--- src/design/qadp_pkg.sv ---
// Shared types, codes and helpers for the quadratic attractor density plotter.
package qadp_pkg;

    localparam logic [2:0] REQ_START = 3'd0;
    localparam logic [2:0] REQ_ITER  = 3'd1;
    localparam logic [2:0] REQ_PLOT  = 3'd2;
    localparam logic [2:0] REQ_READ  = 3'd3;

    localparam logic [1:0] STAT_OK    = 2'd0;
    localparam logic [1:0] STAT_SPAN  = 2'd1;
    localparam logic [1:0] STAT_RANGE = 2'd2;

    localparam logic [3:0] CFG_X_CONST_LIN = 4'd0;
    localparam logic [3:0] CFG_X_SQ_LIN    = 4'd1;
    localparam logic [3:0] CFG_X_SQ_CROSS  = 4'd2;
    localparam logic [3:0] CFG_Y_CONST_LIN = 4'd3;
    localparam logic [3:0] CFG_Y_SQ_LIN    = 4'd4;
    localparam logic [3:0] CFG_Y_SQ_CROSS  = 4'd5;
    localparam logic [3:0] CFG_SEED        = 4'd6;
    localparam logic [3:0] CFG_INTENSITY   = 4'd7;

    localparam logic [7:0] PIXEL_MAX      = 8'd255;
    localparam logic [7:0] INTENSITY_INIT = 8'd2;
    localparam int         FRAC_BITS      = 24;

    // multiplier schedule of one iterate
    localparam logic [3:0] MS_XX   = 4'd0;
    localparam logic [3:0] MS_YY   = 4'd1;
    localparam logic [3:0] MS_XY   = 4'd2;
    localparam logic [3:0] MS_C1X  = 4'd3;
    localparam logic [3:0] MS_C2XX = 4'd4;
    localparam logic [3:0] MS_C3Y  = 4'd5;
    localparam logic [3:0] MS_C4YY = 4'd6;
    localparam logic [3:0] MS_C5XY = 4'd7;
    localparam logic [3:0] MS_D1X  = 4'd8;
    localparam logic [3:0] MS_D2XX = 4'd9;
    localparam logic [3:0] MS_D3Y  = 4'd10;
    localparam logic [3:0] MS_D4YY = 4'd11;
    localparam logic [3:0] MS_D5XY = 4'd12;

    typedef struct packed {
        logic       load_req;
        logic       do_start;
        logic       mul_en;
        logic [3:0] mul_sel;
        logic       iter_commit;
        logic       div_load;
        logic       div_init;
        logic       div_step;
        logic       div_take;
        logic       div_axis;
        logic       addr_load;
        logic       addr_plot;
        logic       mem_rd;
        logic       mem_wr;
        logic       pix_take;
        logic       clr_step;
        logic       res_load;
        logic [1:0] res_status;
        logic       res_pix;
    } qadp_cmd_t;

    typedef struct packed {
        logic [2:0] req_kind;
        logic       span_zero;
        logic       out_range;
        logic       read_oob;
        logic       clr_last;
        logic       div_last;
    } qadp_sts_t;

    function automatic logic signed [31:0] sat32(input logic signed [43:0] v);
        logic signed [31:0] r;
        if (v > 44'sh0007FFFFFFF)
            r = 32'sh7FFFFFFF;
        else if (v < -44'sh00080000000)
            r = 32'sh80000000;
        else
            r = v[31:0];
        return r;
    endfunction

endpackage

--- src/design/qadp_ctrl.sv ---
// Controller: sequences each request over the datapath and owns the handshakes.
module qadp_ctrl (
    input  logic                clk,
    input  logic                rst_n,
    input  logic                in_valid,
    output logic                in_ready,
    output logic                out_valid,
    input  logic                out_ready,
    input  qadp_pkg::qadp_sts_t sts,
    output qadp_pkg::qadp_cmd_t cmd
);

    typedef enum logic [3:0] {
        ST_CLEAR,
        ST_IDLE,
        ST_DISPATCH,
        ST_ITER,
        ST_ITER_ACC,
        ST_ITER_CMT,
        ST_DIV_MUL,
        ST_DIV_INIT,
        ST_DIV_RUN,
        ST_DIV_TAKE,
        ST_ADDR,
        ST_MEM_RD,
        ST_MEM_WR,
        ST_FINISH
    } state_t;

    state_t     state_reg, state_next;
    logic [3:0] cnt_reg, cnt_next;
    logic       axis_reg, axis_next;
    logic       plot_reg, plot_next;
    logic [1:0] stat_reg, stat_next;
    logic       pixf_reg, pixf_next;
    logic       out_valid_reg, out_valid_next;

    always_comb
    begin
        state_next = state_reg;
        cnt_next   = cnt_reg;
        axis_next  = axis_reg;
        plot_next  = plot_reg;
        stat_next  = stat_reg;
        pixf_next  = pixf_reg;
        cmd        = '0;
        cmd.div_axis = axis_reg;
        in_ready   = 1'b0;

        case (state_reg)
            ST_CLEAR:
            begin
                cmd.clr_step = 1'b1;
                if (sts.clr_last)
                    state_next = ST_IDLE;
            end
            ST_IDLE:
            begin
                in_ready = 1'b1;
                if (in_valid)
                begin
                    cmd.load_req = 1'b1;
                    state_next   = ST_DISPATCH;
                end
            end
            ST_DISPATCH:
            begin
                stat_next  = qadp_pkg::STAT_OK;
                pixf_next  = 1'b0;
                plot_next  = sts.req_kind == qadp_pkg::REQ_PLOT;
                axis_next  = 1'b0;
                cnt_next   = '0;
                state_next = ST_FINISH;
                case (sts.req_kind)
                    qadp_pkg::REQ_START: cmd.do_start = 1'b1;
                    qadp_pkg::REQ_ITER:  state_next = ST_ITER;
                    qadp_pkg::REQ_PLOT:
                    begin
                        if (sts.span_zero)
                            stat_next = qadp_pkg::STAT_SPAN;
                        else if (sts.out_range)
                            stat_next = qadp_pkg::STAT_RANGE;
                        else
                            state_next = ST_DIV_MUL;
                    end
                    qadp_pkg::REQ_READ:
                    begin
                        if (sts.read_oob)
                            stat_next = qadp_pkg::STAT_RANGE;
                        else
                            state_next = ST_ADDR;
                    end
                    default: ;
                endcase
            end
            ST_ITER:
            begin
                cmd.mul_en  = 1'b1;
                cmd.mul_sel = cnt_reg;
                cnt_next    = cnt_reg + 4'd1;
                if (cnt_reg == qadp_pkg::MS_D5XY)
                    state_next = ST_ITER_ACC;
            end
            ST_ITER_ACC: state_next = ST_ITER_CMT;
            ST_ITER_CMT:
            begin
                cmd.iter_commit = 1'b1;
                state_next      = ST_FINISH;
            end
            ST_DIV_MUL:
            begin
                cmd.div_load = 1'b1;
                state_next   = ST_DIV_INIT;
            end
            ST_DIV_INIT:
            begin
                cmd.div_init = 1'b1;
                state_next   = ST_DIV_RUN;
            end
            ST_DIV_RUN:
            begin
                cmd.div_step = 1'b1;
                if (sts.div_last)
                    state_next = ST_DIV_TAKE;
            end
            ST_DIV_TAKE:
            begin
                cmd.div_take = 1'b1;
                if (axis_reg)
                    state_next = ST_ADDR;
                else
                begin
                    axis_next  = 1'b1;
                    state_next = ST_DIV_MUL;
                end
            end
            ST_ADDR:
            begin
                cmd.addr_load = 1'b1;
                cmd.addr_plot = plot_reg;
                state_next    = ST_MEM_RD;
            end
            ST_MEM_RD:
            begin
                cmd.mem_rd = 1'b1;
                state_next = ST_MEM_WR;
            end
            ST_MEM_WR:
            begin
                cmd.mem_wr   = plot_reg;
                cmd.pix_take = !plot_reg;
                pixf_next    = 1'b1;
                state_next   = ST_FINISH;
            end
            ST_FINISH:
            begin
                if (!out_valid_reg || out_ready)
                begin
                    cmd.res_load   = 1'b1;
                    cmd.res_status = stat_reg;
                    cmd.res_pix    = pixf_reg;
                    state_next     = ST_IDLE;
                end
            end
            default: state_next = ST_IDLE;
        endcase

        if (cmd.res_load)
            out_valid_next = 1'b1;
        else if (out_ready)
            out_valid_next = 1'b0;
        else
            out_valid_next = out_valid_reg;
    end

    always_ff @(posedge clk or negedge rst_n)
    begin
        if (!rst_n)
        begin
            state_reg     <= ST_CLEAR;
            cnt_reg       <= '0;
            axis_reg      <= 1'b0;
            plot_reg      <= 1'b0;
            stat_reg      <= qadp_pkg::STAT_OK;
            pixf_reg      <= 1'b0;
            out_valid_reg <= 1'b0;
        end
        else
        begin
            state_reg     <= state_next;
            cnt_reg       <= cnt_next;
            axis_reg      <= axis_next;
            plot_reg      <= plot_next;
            stat_reg      <= stat_next;
            pixf_reg      <= pixf_next;
            out_valid_reg <= out_valid_next;
        end
    end

    assign out_valid = out_valid_reg;

endmodule

--- config.mk ---
export PLATFORM = sky130hd
export DESIGN_NAME = qadp_ctrl
export DESIGN_NICKNAME = d
export VERILOG_FILES = /design/src/design/qadp_pkg.sv /design/src/design/qadp_ctrl.sv
export SDC_FILE = /design/constraint.sdc
export NUM_CORES = 1
export LEC_CHECK = 0
export CORE_AREA = 2 2 46 90
export DETAILED_ROUTE_END_ITERATION = 10
export DIE_AREA = 0 0 48 92
export DONT_BUFFER_PORTS = 1
export PLACE_DENSITY = 0.43
export SYNTH_ARGS = -nofsm -noshare
export SYNTH_HDL_FRONTEND = slang
export SYNTH_SLANG_ARGS = --single-unit
--- constraint.sdc ---
create_clock -name clk -period 1.9 [get_ports clk]
set_clock_uncertainty 0.2 [all_clocks]
set_input_delay 0.095 -clock clk [delete_from_list [all_inputs] [get_ports clk]]
set_output_delay 0.095 -clock clk [all_outputs]
set_load 0.03 [all_outputs]
== After elaboration in Yosys (flattened, before gate mapping) ==
Cells that the tools add are included.

* Flip-flop bits (word level): 14
* Input port bits: 12
* Output and inout bits: 25
* Bits in latches: 0
* Bits in read-only memories: 0
* Memories: 0
* Word-level logic and storage cells: 78
* Memory bits (writable): 0

* Div/mod/pow operators: 0
* $lt $le $gt $ge: 0
* Multiply operators: 0
* Reduce and logical (&&, ||, !) cells: 11
* Bitwise gates (word level): 0
* Equality and inequality tests: 22
* Add/subtract/negate cells: 1
* Mux-type cells: 37
* Shifts and indexed selects: 0

{| class="wikitable"
|+ Operators by type and width
! kind !! count
|-
| $pmux W4 S13 || 1
|-
| $mux W4 || 10
|-
| $eq A4 B4 Y1 const B || 7
|-
| $eq A4 B3 Y1 const B || 4
|-
| $mux W1 || 14
|-
| $pmux W4 S3 || 1
|-
| $mux W2 || 5
|-
| $ne A2 B2 Y1 const B || 5
|-
| $eq A4 B2 Y1 const B || 2
|-
| $pmux W4 S2 || 1
|-
| $reduce_bool A2 Y1 || 4
|-
| $eq A3 B2 Y1 const B || 2
|-
| $mux W5 || 1
|-
| $reduce_and A5 Y1 || 1
|-
| $add A4 B1 Y4 const B || 1
|-
| $eq A4 B1 Y1 const B || 1
|-
| $logic_not A4 Y1 || 1
|-
| $pmux W1 S2 || 2
|-
| $pmux W2 S2 || 1
|-
| $eq A3 B1 Y1 const B || 1
|-
| $logic_not A3 Y1 || 1
|-
| $mux W3 || 1
|-
| $logic_not A1 Y1 || 2
|-
| $reduce_or A2 Y1 || 1
|-
| $logic_or A1 B1 Y1 || 1
|}

== Longest topological paths before layout ==
Gate-level depths: netlist (run 1).

* Depth in word-level cells: 5
* Gate-level depth with buffers: 5
* Depth with buffers taken out: 5

== Least setup slack after synthesis (run 1) ==
Ideal clock, no wire load.

* Path type: register -> output
* From: reg state_reg[3]
* To: out cmd[21] (netlist name)
* Cell stages (with the launch flop): 4
* Arrival: 1772 ps
* Data required time: 1605 ps
* Path slack: -167 ps
* Path buffers: 0
* Cell sequence: dfrtp_1 nor2_1 nand3_1 nor4_1

{| class="wikitable"
|+ RTL lines
! element !! RTL line !! source
|-
| start: declaration || qadp_ctrl.sv:30 || <nowiki>state_t state_reg, state_next;</nowiki>
|-
| start signal: assignment || qadp_ctrl.sv:190 || <nowiki>state_reg <= state_next;</nowiki>
|-
| end: declaration || qadp_ctrl.sv:10 || <nowiki>output qadp_pkg::qadp_cmd_t cmd</nowiki>
|}

==> results of run 1 <==
## worst max-delay path, stage by stage, from the launching register on
cell,delay [ns]
dfrtp_2,0.48
buf_4,0.17
nand2b_1,0.16
buf_4,0.16
nor3_1,0.14
buf_4,0.19
## power by group through the flow
stage	clock network [mW]	registers (mW)	logic (mW)
CTS	0.308	0.603	1.52
global placement	0	0.599	1.49
detailed placement	0	0.602	1.48
finish	0.304	0.603	1.68
floorplan	0	0.543	1.04
global route	0.324	0.626	1.80
## layout make-up
cell class	count	area [um^2]	share of cell area, %
Clock buffer	4	55.1	3.46
Inverter	9	33.8	2.12
Multi-Input combinational cell	101	679	42.7
Sequential cell	14	355	22.3
Tap cell	51	63.8	4.01
Timing Repair Buffer	51	403	25.3
## final timing paths
| check | depth (start not counted) | endpoint | slack, ns | startpoint |
|---|---|---|---|---|
| min reg2reg | 2 | stat_reg[1] | 0.29 | stat_reg[1] |
| min | 4 | state_reg[3] | 0.05 | sts[6] |
| max reg2reg | 5 | state_reg[2] | 0.08 | state_reg[3] |
| max in group asynchronous | 1 | state_reg[1] | 0.82 | rst_n |
| min in group asynchronous | 1 | out_valid | 0.15 | rst_n |
| max | 5 | cmd[8] | 0.04 | state_reg[2] |
## Yosys cell counts, drive strengths merged, types with 4 or more instances
library cell and instances:
dfrtp 14, inv 8, nor2 14, nand2 10, o21ai 7, and2 6, buf 10, nor3 13
a21o 4, a21oi 6, nand2b 4
## cell usage in the layout, fill, tap and decap left out, drive strengths merged, types with 2 or more instances in the layout
master / netlist / final
and3: 2 / 2
a22o: 2 / 2
ha: 2 / 2
and2: 6 / 6
a21oi: 6 / 6
nor2b: 3 / 3
clkbuf: 1 / 4
inv: 8 / 8
o31ai: 3 / 3
buf: 10 / 43
a211oi: 3 / 3
nor3b: 2 / 2
nand3: 3 / 3
nand2b: 4 / 4
or2: 3 / 3
a21o: 4 / 4
dfrtp: 14 / 14
dlygate4sd3: 0 / 8
nor3: 13 / 13
nand2: 10 / 10
o21ai: 7 / 7
nor2: 14 / 14
## repair_timing
item / CTS / global route
setup endpoints to repair: 8 / 10
pin swaps: 1 / 1
hold endpoints to repair: 21 / 0
hold buffers: 8 / 0
resized for setup: 5 / 10
buffers inserted: 0 / 6
## kinds of logic after synthesis
logic type	after synthesis	share of synthesized area, %
adders and majority gates	2	2.31
AOI/OAI and AO/OA	34	23.6
xor gates and xnor gates	1	0.809
DFF	14	32.4
and+or+nand+nor	64	31.3
buffers and inverters	20	9.59
## per-stage QoR
stage | util (%) | power, mW | worst slack (ns)
6_report | 41.8 | 2.58 | 0.0352
5_1_grt | 41.8 | 2.75 | -0.00674
4_1_cts | 39.6 | 2.43 | 0.00943
3_5_place_dp | 35.8 | 2.08 | 0.0949
3_3_place_gp | 35.8 | 2.09 | 0.134
2_1_floorplan | - | 1.58 | 0.0459
## layer usage
metal	track usage, %	routed length (um)
met1	18.4	1220
met2	34.2	2210
met3	2.36	200
met4	7.21	100
met5	0	0
==> reports/metrics.cfg, run 1 <==
[status]
status=complete, no violations

[yosys]
synth_area_um2=1080
netlist.area_leader.share_pct=32.4
syn-num-nets=149
ys_seq_area_share_pct=32.4
syn_avg_cell_area_um2=8.02
synth_seq_cells=14
synth-edff-count=0
synth_largest_area_cell=dfrtp_1
ys.flop_type=dfrtp_1
ys_warn_count=0
synth_cell_type_count=43
ys_top_cells_by_area=dfrtp_1 32%, nor3_1 5.5%, nor2_1 4.5%
netlist_instances=135
async_reset_ff_share_pct=100

[die]
start_util_pct=28.5
die-area_um2=4420
core_area_um2=3800
die_w_um=48
dieHeight_um=92
ios=37
rows=32

[clock_network]
cts_buffers=3
clockRootBuffer=clkbuf_8
cts_max_path_buffers=2
cts_sinks=14
clk_pin_slew_ns=0.07
clock_latency_ns=0.25
htreeDepth=1
cts_tree=built

[timing]
hold_viol=0
holdWs_ns=0.0467
drv_slew=0
slew_headroom_pct=49.6
post-route-period-util_pct=98.1
finalCriticalPeriod_ns=1.86
fin_setup_tns_ns=0
tightest_slew_ns=0.753
rsz0062_at_grt=true
setup_viol=0
fmax_ghz=0.536

[global_routing]
grt_max_degree=16
grt_pass1_wl_mm=5.83
overflow=0
track_usage_pct=18.4
antenna_found_initial=0
grt_pass1_vias=1227

[place]
dpl_cell_area_um2=1360
gp_congestion=0.853
port_buffers=0
dp_hpwl_mm=2.90
dp_cells=212

[pwr]
powerDensity_nw_per_um2=1630
power_leakage_nw=0.696
peakVddDrop_mv=0.471
p_int_mw=1.34
sequentialPowerShare_pct=23.3
power.switching_mw=1.24
power.share.clock_pct=11.7
p_comb_share_pct=64.9
p_sw_share_pct=48.0

[worst_setup_path]
crit_fanout=9
critPathLaunchType=flop
critical_path_class=flop to output pin
critPathArrivalTime_ns=1.57
required_ns=1.60
endpoint_kind=output pin

[job]
maxCapViolCount=0

[routing]
wire_per_inst_um=16.2
drt_iter0_drc=48
drt.antenna.violating_nets=0
dr.pass1.iters=6
drcViolationCount=0
vias_per_cell=5.20
dr_total_vias=1197
totalWireLength_mm=3.74

[finish]
nFillCells=400
nNetsFinal=194
finalNonFillerCells=230
design_area_um2=1590
area_growth_pct=46.9
antenna_cells=0
drive_gt1_share_pct=36.3

[min_path]
hold_path_class=input pin to flop

No activity file was read; power rests on OpenSTA's default activity.
==> run 2, diff against run 1 <==
MAX_ROUTING_LAYER = met4   (was default)
==> reports/metrics.cfg, run 2 (synthesized netlist as in run 1, its figures left out) <==
[status]
status=complete, no violations

[min_path]
hold_path_class=input pin to flop

[pwr]
powerDensity_nw_per_um2=1630  ; +0.14%
power.switching_mw=1.25  ; +0.91%
p_int_mw=1.35  ; about the same
power_leakage_nw=0.696  ; about the same
power.share.clock_pct=11.8  ; about the same
p_sw_share_pct=48.2  ; +0.21 points
sequentialPowerShare_pct=23.3  ; about the same
peakVddDrop_mv=0.482  ; +2.4%
p_comb_share_pct=64.9  ; about the same

[global_routing]
overflow=0  ; unchanged
track_usage_pct=18.8  ; +0.48 points
grt_max_degree=16  ; unchanged
antenna_found_initial=0  ; unchanged
grt_pass1_vias=1227  ; unchanged
grt_pass1_wl_mm=5.82  ; -0.12%

[timing]
hold_viol=0  ; unchanged
setup_viol=0  ; unchanged
slew_headroom_pct=49.3  ; -0.33 points
fmax_ghz=0.538  ; +0.35%
drv_slew=0  ; unchanged
post-route-period-util_pct=97.8  ; -0.34 points
tightest_slew_ns=0.758  ; +0.00497 ns
finalCriticalPeriod_ns=1.86  ; -0.00647 ns

[finish]
postLayoutCoreUtil_pct=41.9  ; +0.13 points
nFillCells=399  ; -0.25%
final_common_cell=buf_4
design_area_um2=1600  ; +0.31%
antenna_cells=0  ; unchanged
area_growth_pct=47.4
nNetsFinal=194  ; unchanged
final_cell_mix=43 x buf_4, 10 x nor2_1, 10 x nor3_1, 10 x dfrtp_1, 9 x nand2_1
drive_gt1_share_pct=36.9  ; +0.56 points

[worst_setup_path]
critPathLaunchType=flop
required_ns=1.60  ; about the same
critical_path_class=flop to output pin
endpoint_kind=output pin
critPathArrivalTime_ns=1.56  ; about the same
crit_fanout=8  ; -1

[clock_network]
cts_buffers=3  ; unchanged
cts_sinks=14  ; unchanged
cts_tree=built
clockRootBuffer=clkbuf_8
clk_pin_slew_ns=0.06  ; about the same
clock_latency_ns=0.25  ; about the same
cts_max_path_buffers=2  ; unchanged
htreeDepth=1  ; unchanged

[place]
dp_hpwl_mm=2.90  ; unchanged
gp_congestion=0.867  ; +1.6%
port_buffers=0  ; unchanged
dpl_cell_area_um2=1360  ; unchanged

[routing]
dr_total_vias=1186  ; -0.92%
drcViolationCount=0  ; unchanged
wire_per_inst_um=16.5  ; +1.5%
vias_per_cell=5.16  ; -0.92%
totalWireLength_mm=3.79  ; +1.5%
drt_iter0_drc=39  ; -19%
dr.pass1.iters=4  ; -2
drt.antenna.violating_nets=0  ; unchanged

[die]
start_util_pct=28.5  ; unchanged
die_w_um=48  ; unchanged
die-area_um2=4420  ; unchanged
rows=32  ; unchanged
ios=37  ; unchanged
dieHeight_um=92  ; unchanged
core_area_um2=3800  ; unchanged

[job]
maxCapViolCount=0  ; unchanged

==> run 2: routing by layer <==
layer / up-vias / global-route usage (%) / routed length (um)
li1: 562 / - / -
met1: 562 / 18.7 / 1270
met2: 48 / 34.2 / 2240
met3: 14 / 1.97 / 171
met4: 0 / 7.21 / 107
met5: - / - / 0
==> run 2: layout make-up <==
type	count	area, um^2	area share, %
multi-input combinational	101	684	42.9
timing repair buffer	51	403	25.3
sequential	14	355	22.3
tap	51	63.8	4.00
clock buffer	4	55.1	3.45
inverter	9	33.8	2.12
==> run 2: what timing repair did <==
item,4_1_cts,5_1_grt
hold buffers,8,0
setup endpoints to repair,8,10
endpoints found under the hold margin,21,0
gates resized for setup,5,11
pin swaps,1,1
setup buffers,0,6
==> run 2: final timing paths <==
kind | slack (ns) | end | depth (start not counted) | from
min in group asynchronous | 0.15 | out_valid | 1 | rst_n
max in group asynchronous | 0.82 | state_reg[1] | 1 | rst_n
max | 0.04 | cmd[6] | 4 | state_reg[1]
min reg2reg | 0.28 | stat_reg[1] | 2 | stat_reg[1]
max reg2reg | 0.08 | state_reg[2] | 5 | state_reg[3]
min | 0.05 | plot_reg | 4 | sts[7]
==> run 2: critical path: stages (launching register included) <==
cell and delay (ns):
dfrtp_2 0.45, or2_1 0.30, buf_4 0.18, nor3_1 0.19, buf_4 0.20
==> run 2: power by group through the flow <==
stage | clock, mW | sequential, mW | combinational [mW]
after detailed placement | 0 | 0.602 | 1.48
after global placement | 0 | 0.599 | 1.49
after floorplan | 0 | 0.543 | 1.04
after CTS | 0.308 | 0.603 | 1.52
after global routing | 0.326 | 0.626 | 1.81
final | 0.306 | 0.604 | 1.69
==> run 2: metrics by stage <==
stage | setup slack, ns | std cells | TNS, ns | hold slack (ns) | total power [mW]
2_1_floorplan | 0.0459 | 135 | 0 | -0.401 | 1.58
3_3_place_gp | 0.134 | 212 | 0 | -0.400 | 2.09
3_5_place_dp | 0.0949 | 212 | 0 | -0.400 | 2.08
4_1_cts | 0.00943 | 224 | 0 | 0.0413 | 2.43
5_1_grt | -0.0235 | 230 | -0.0274 | 0.0624 | 2.76
6_report | 0.0417 | 230 | 0 | 0.0482 | 2.60
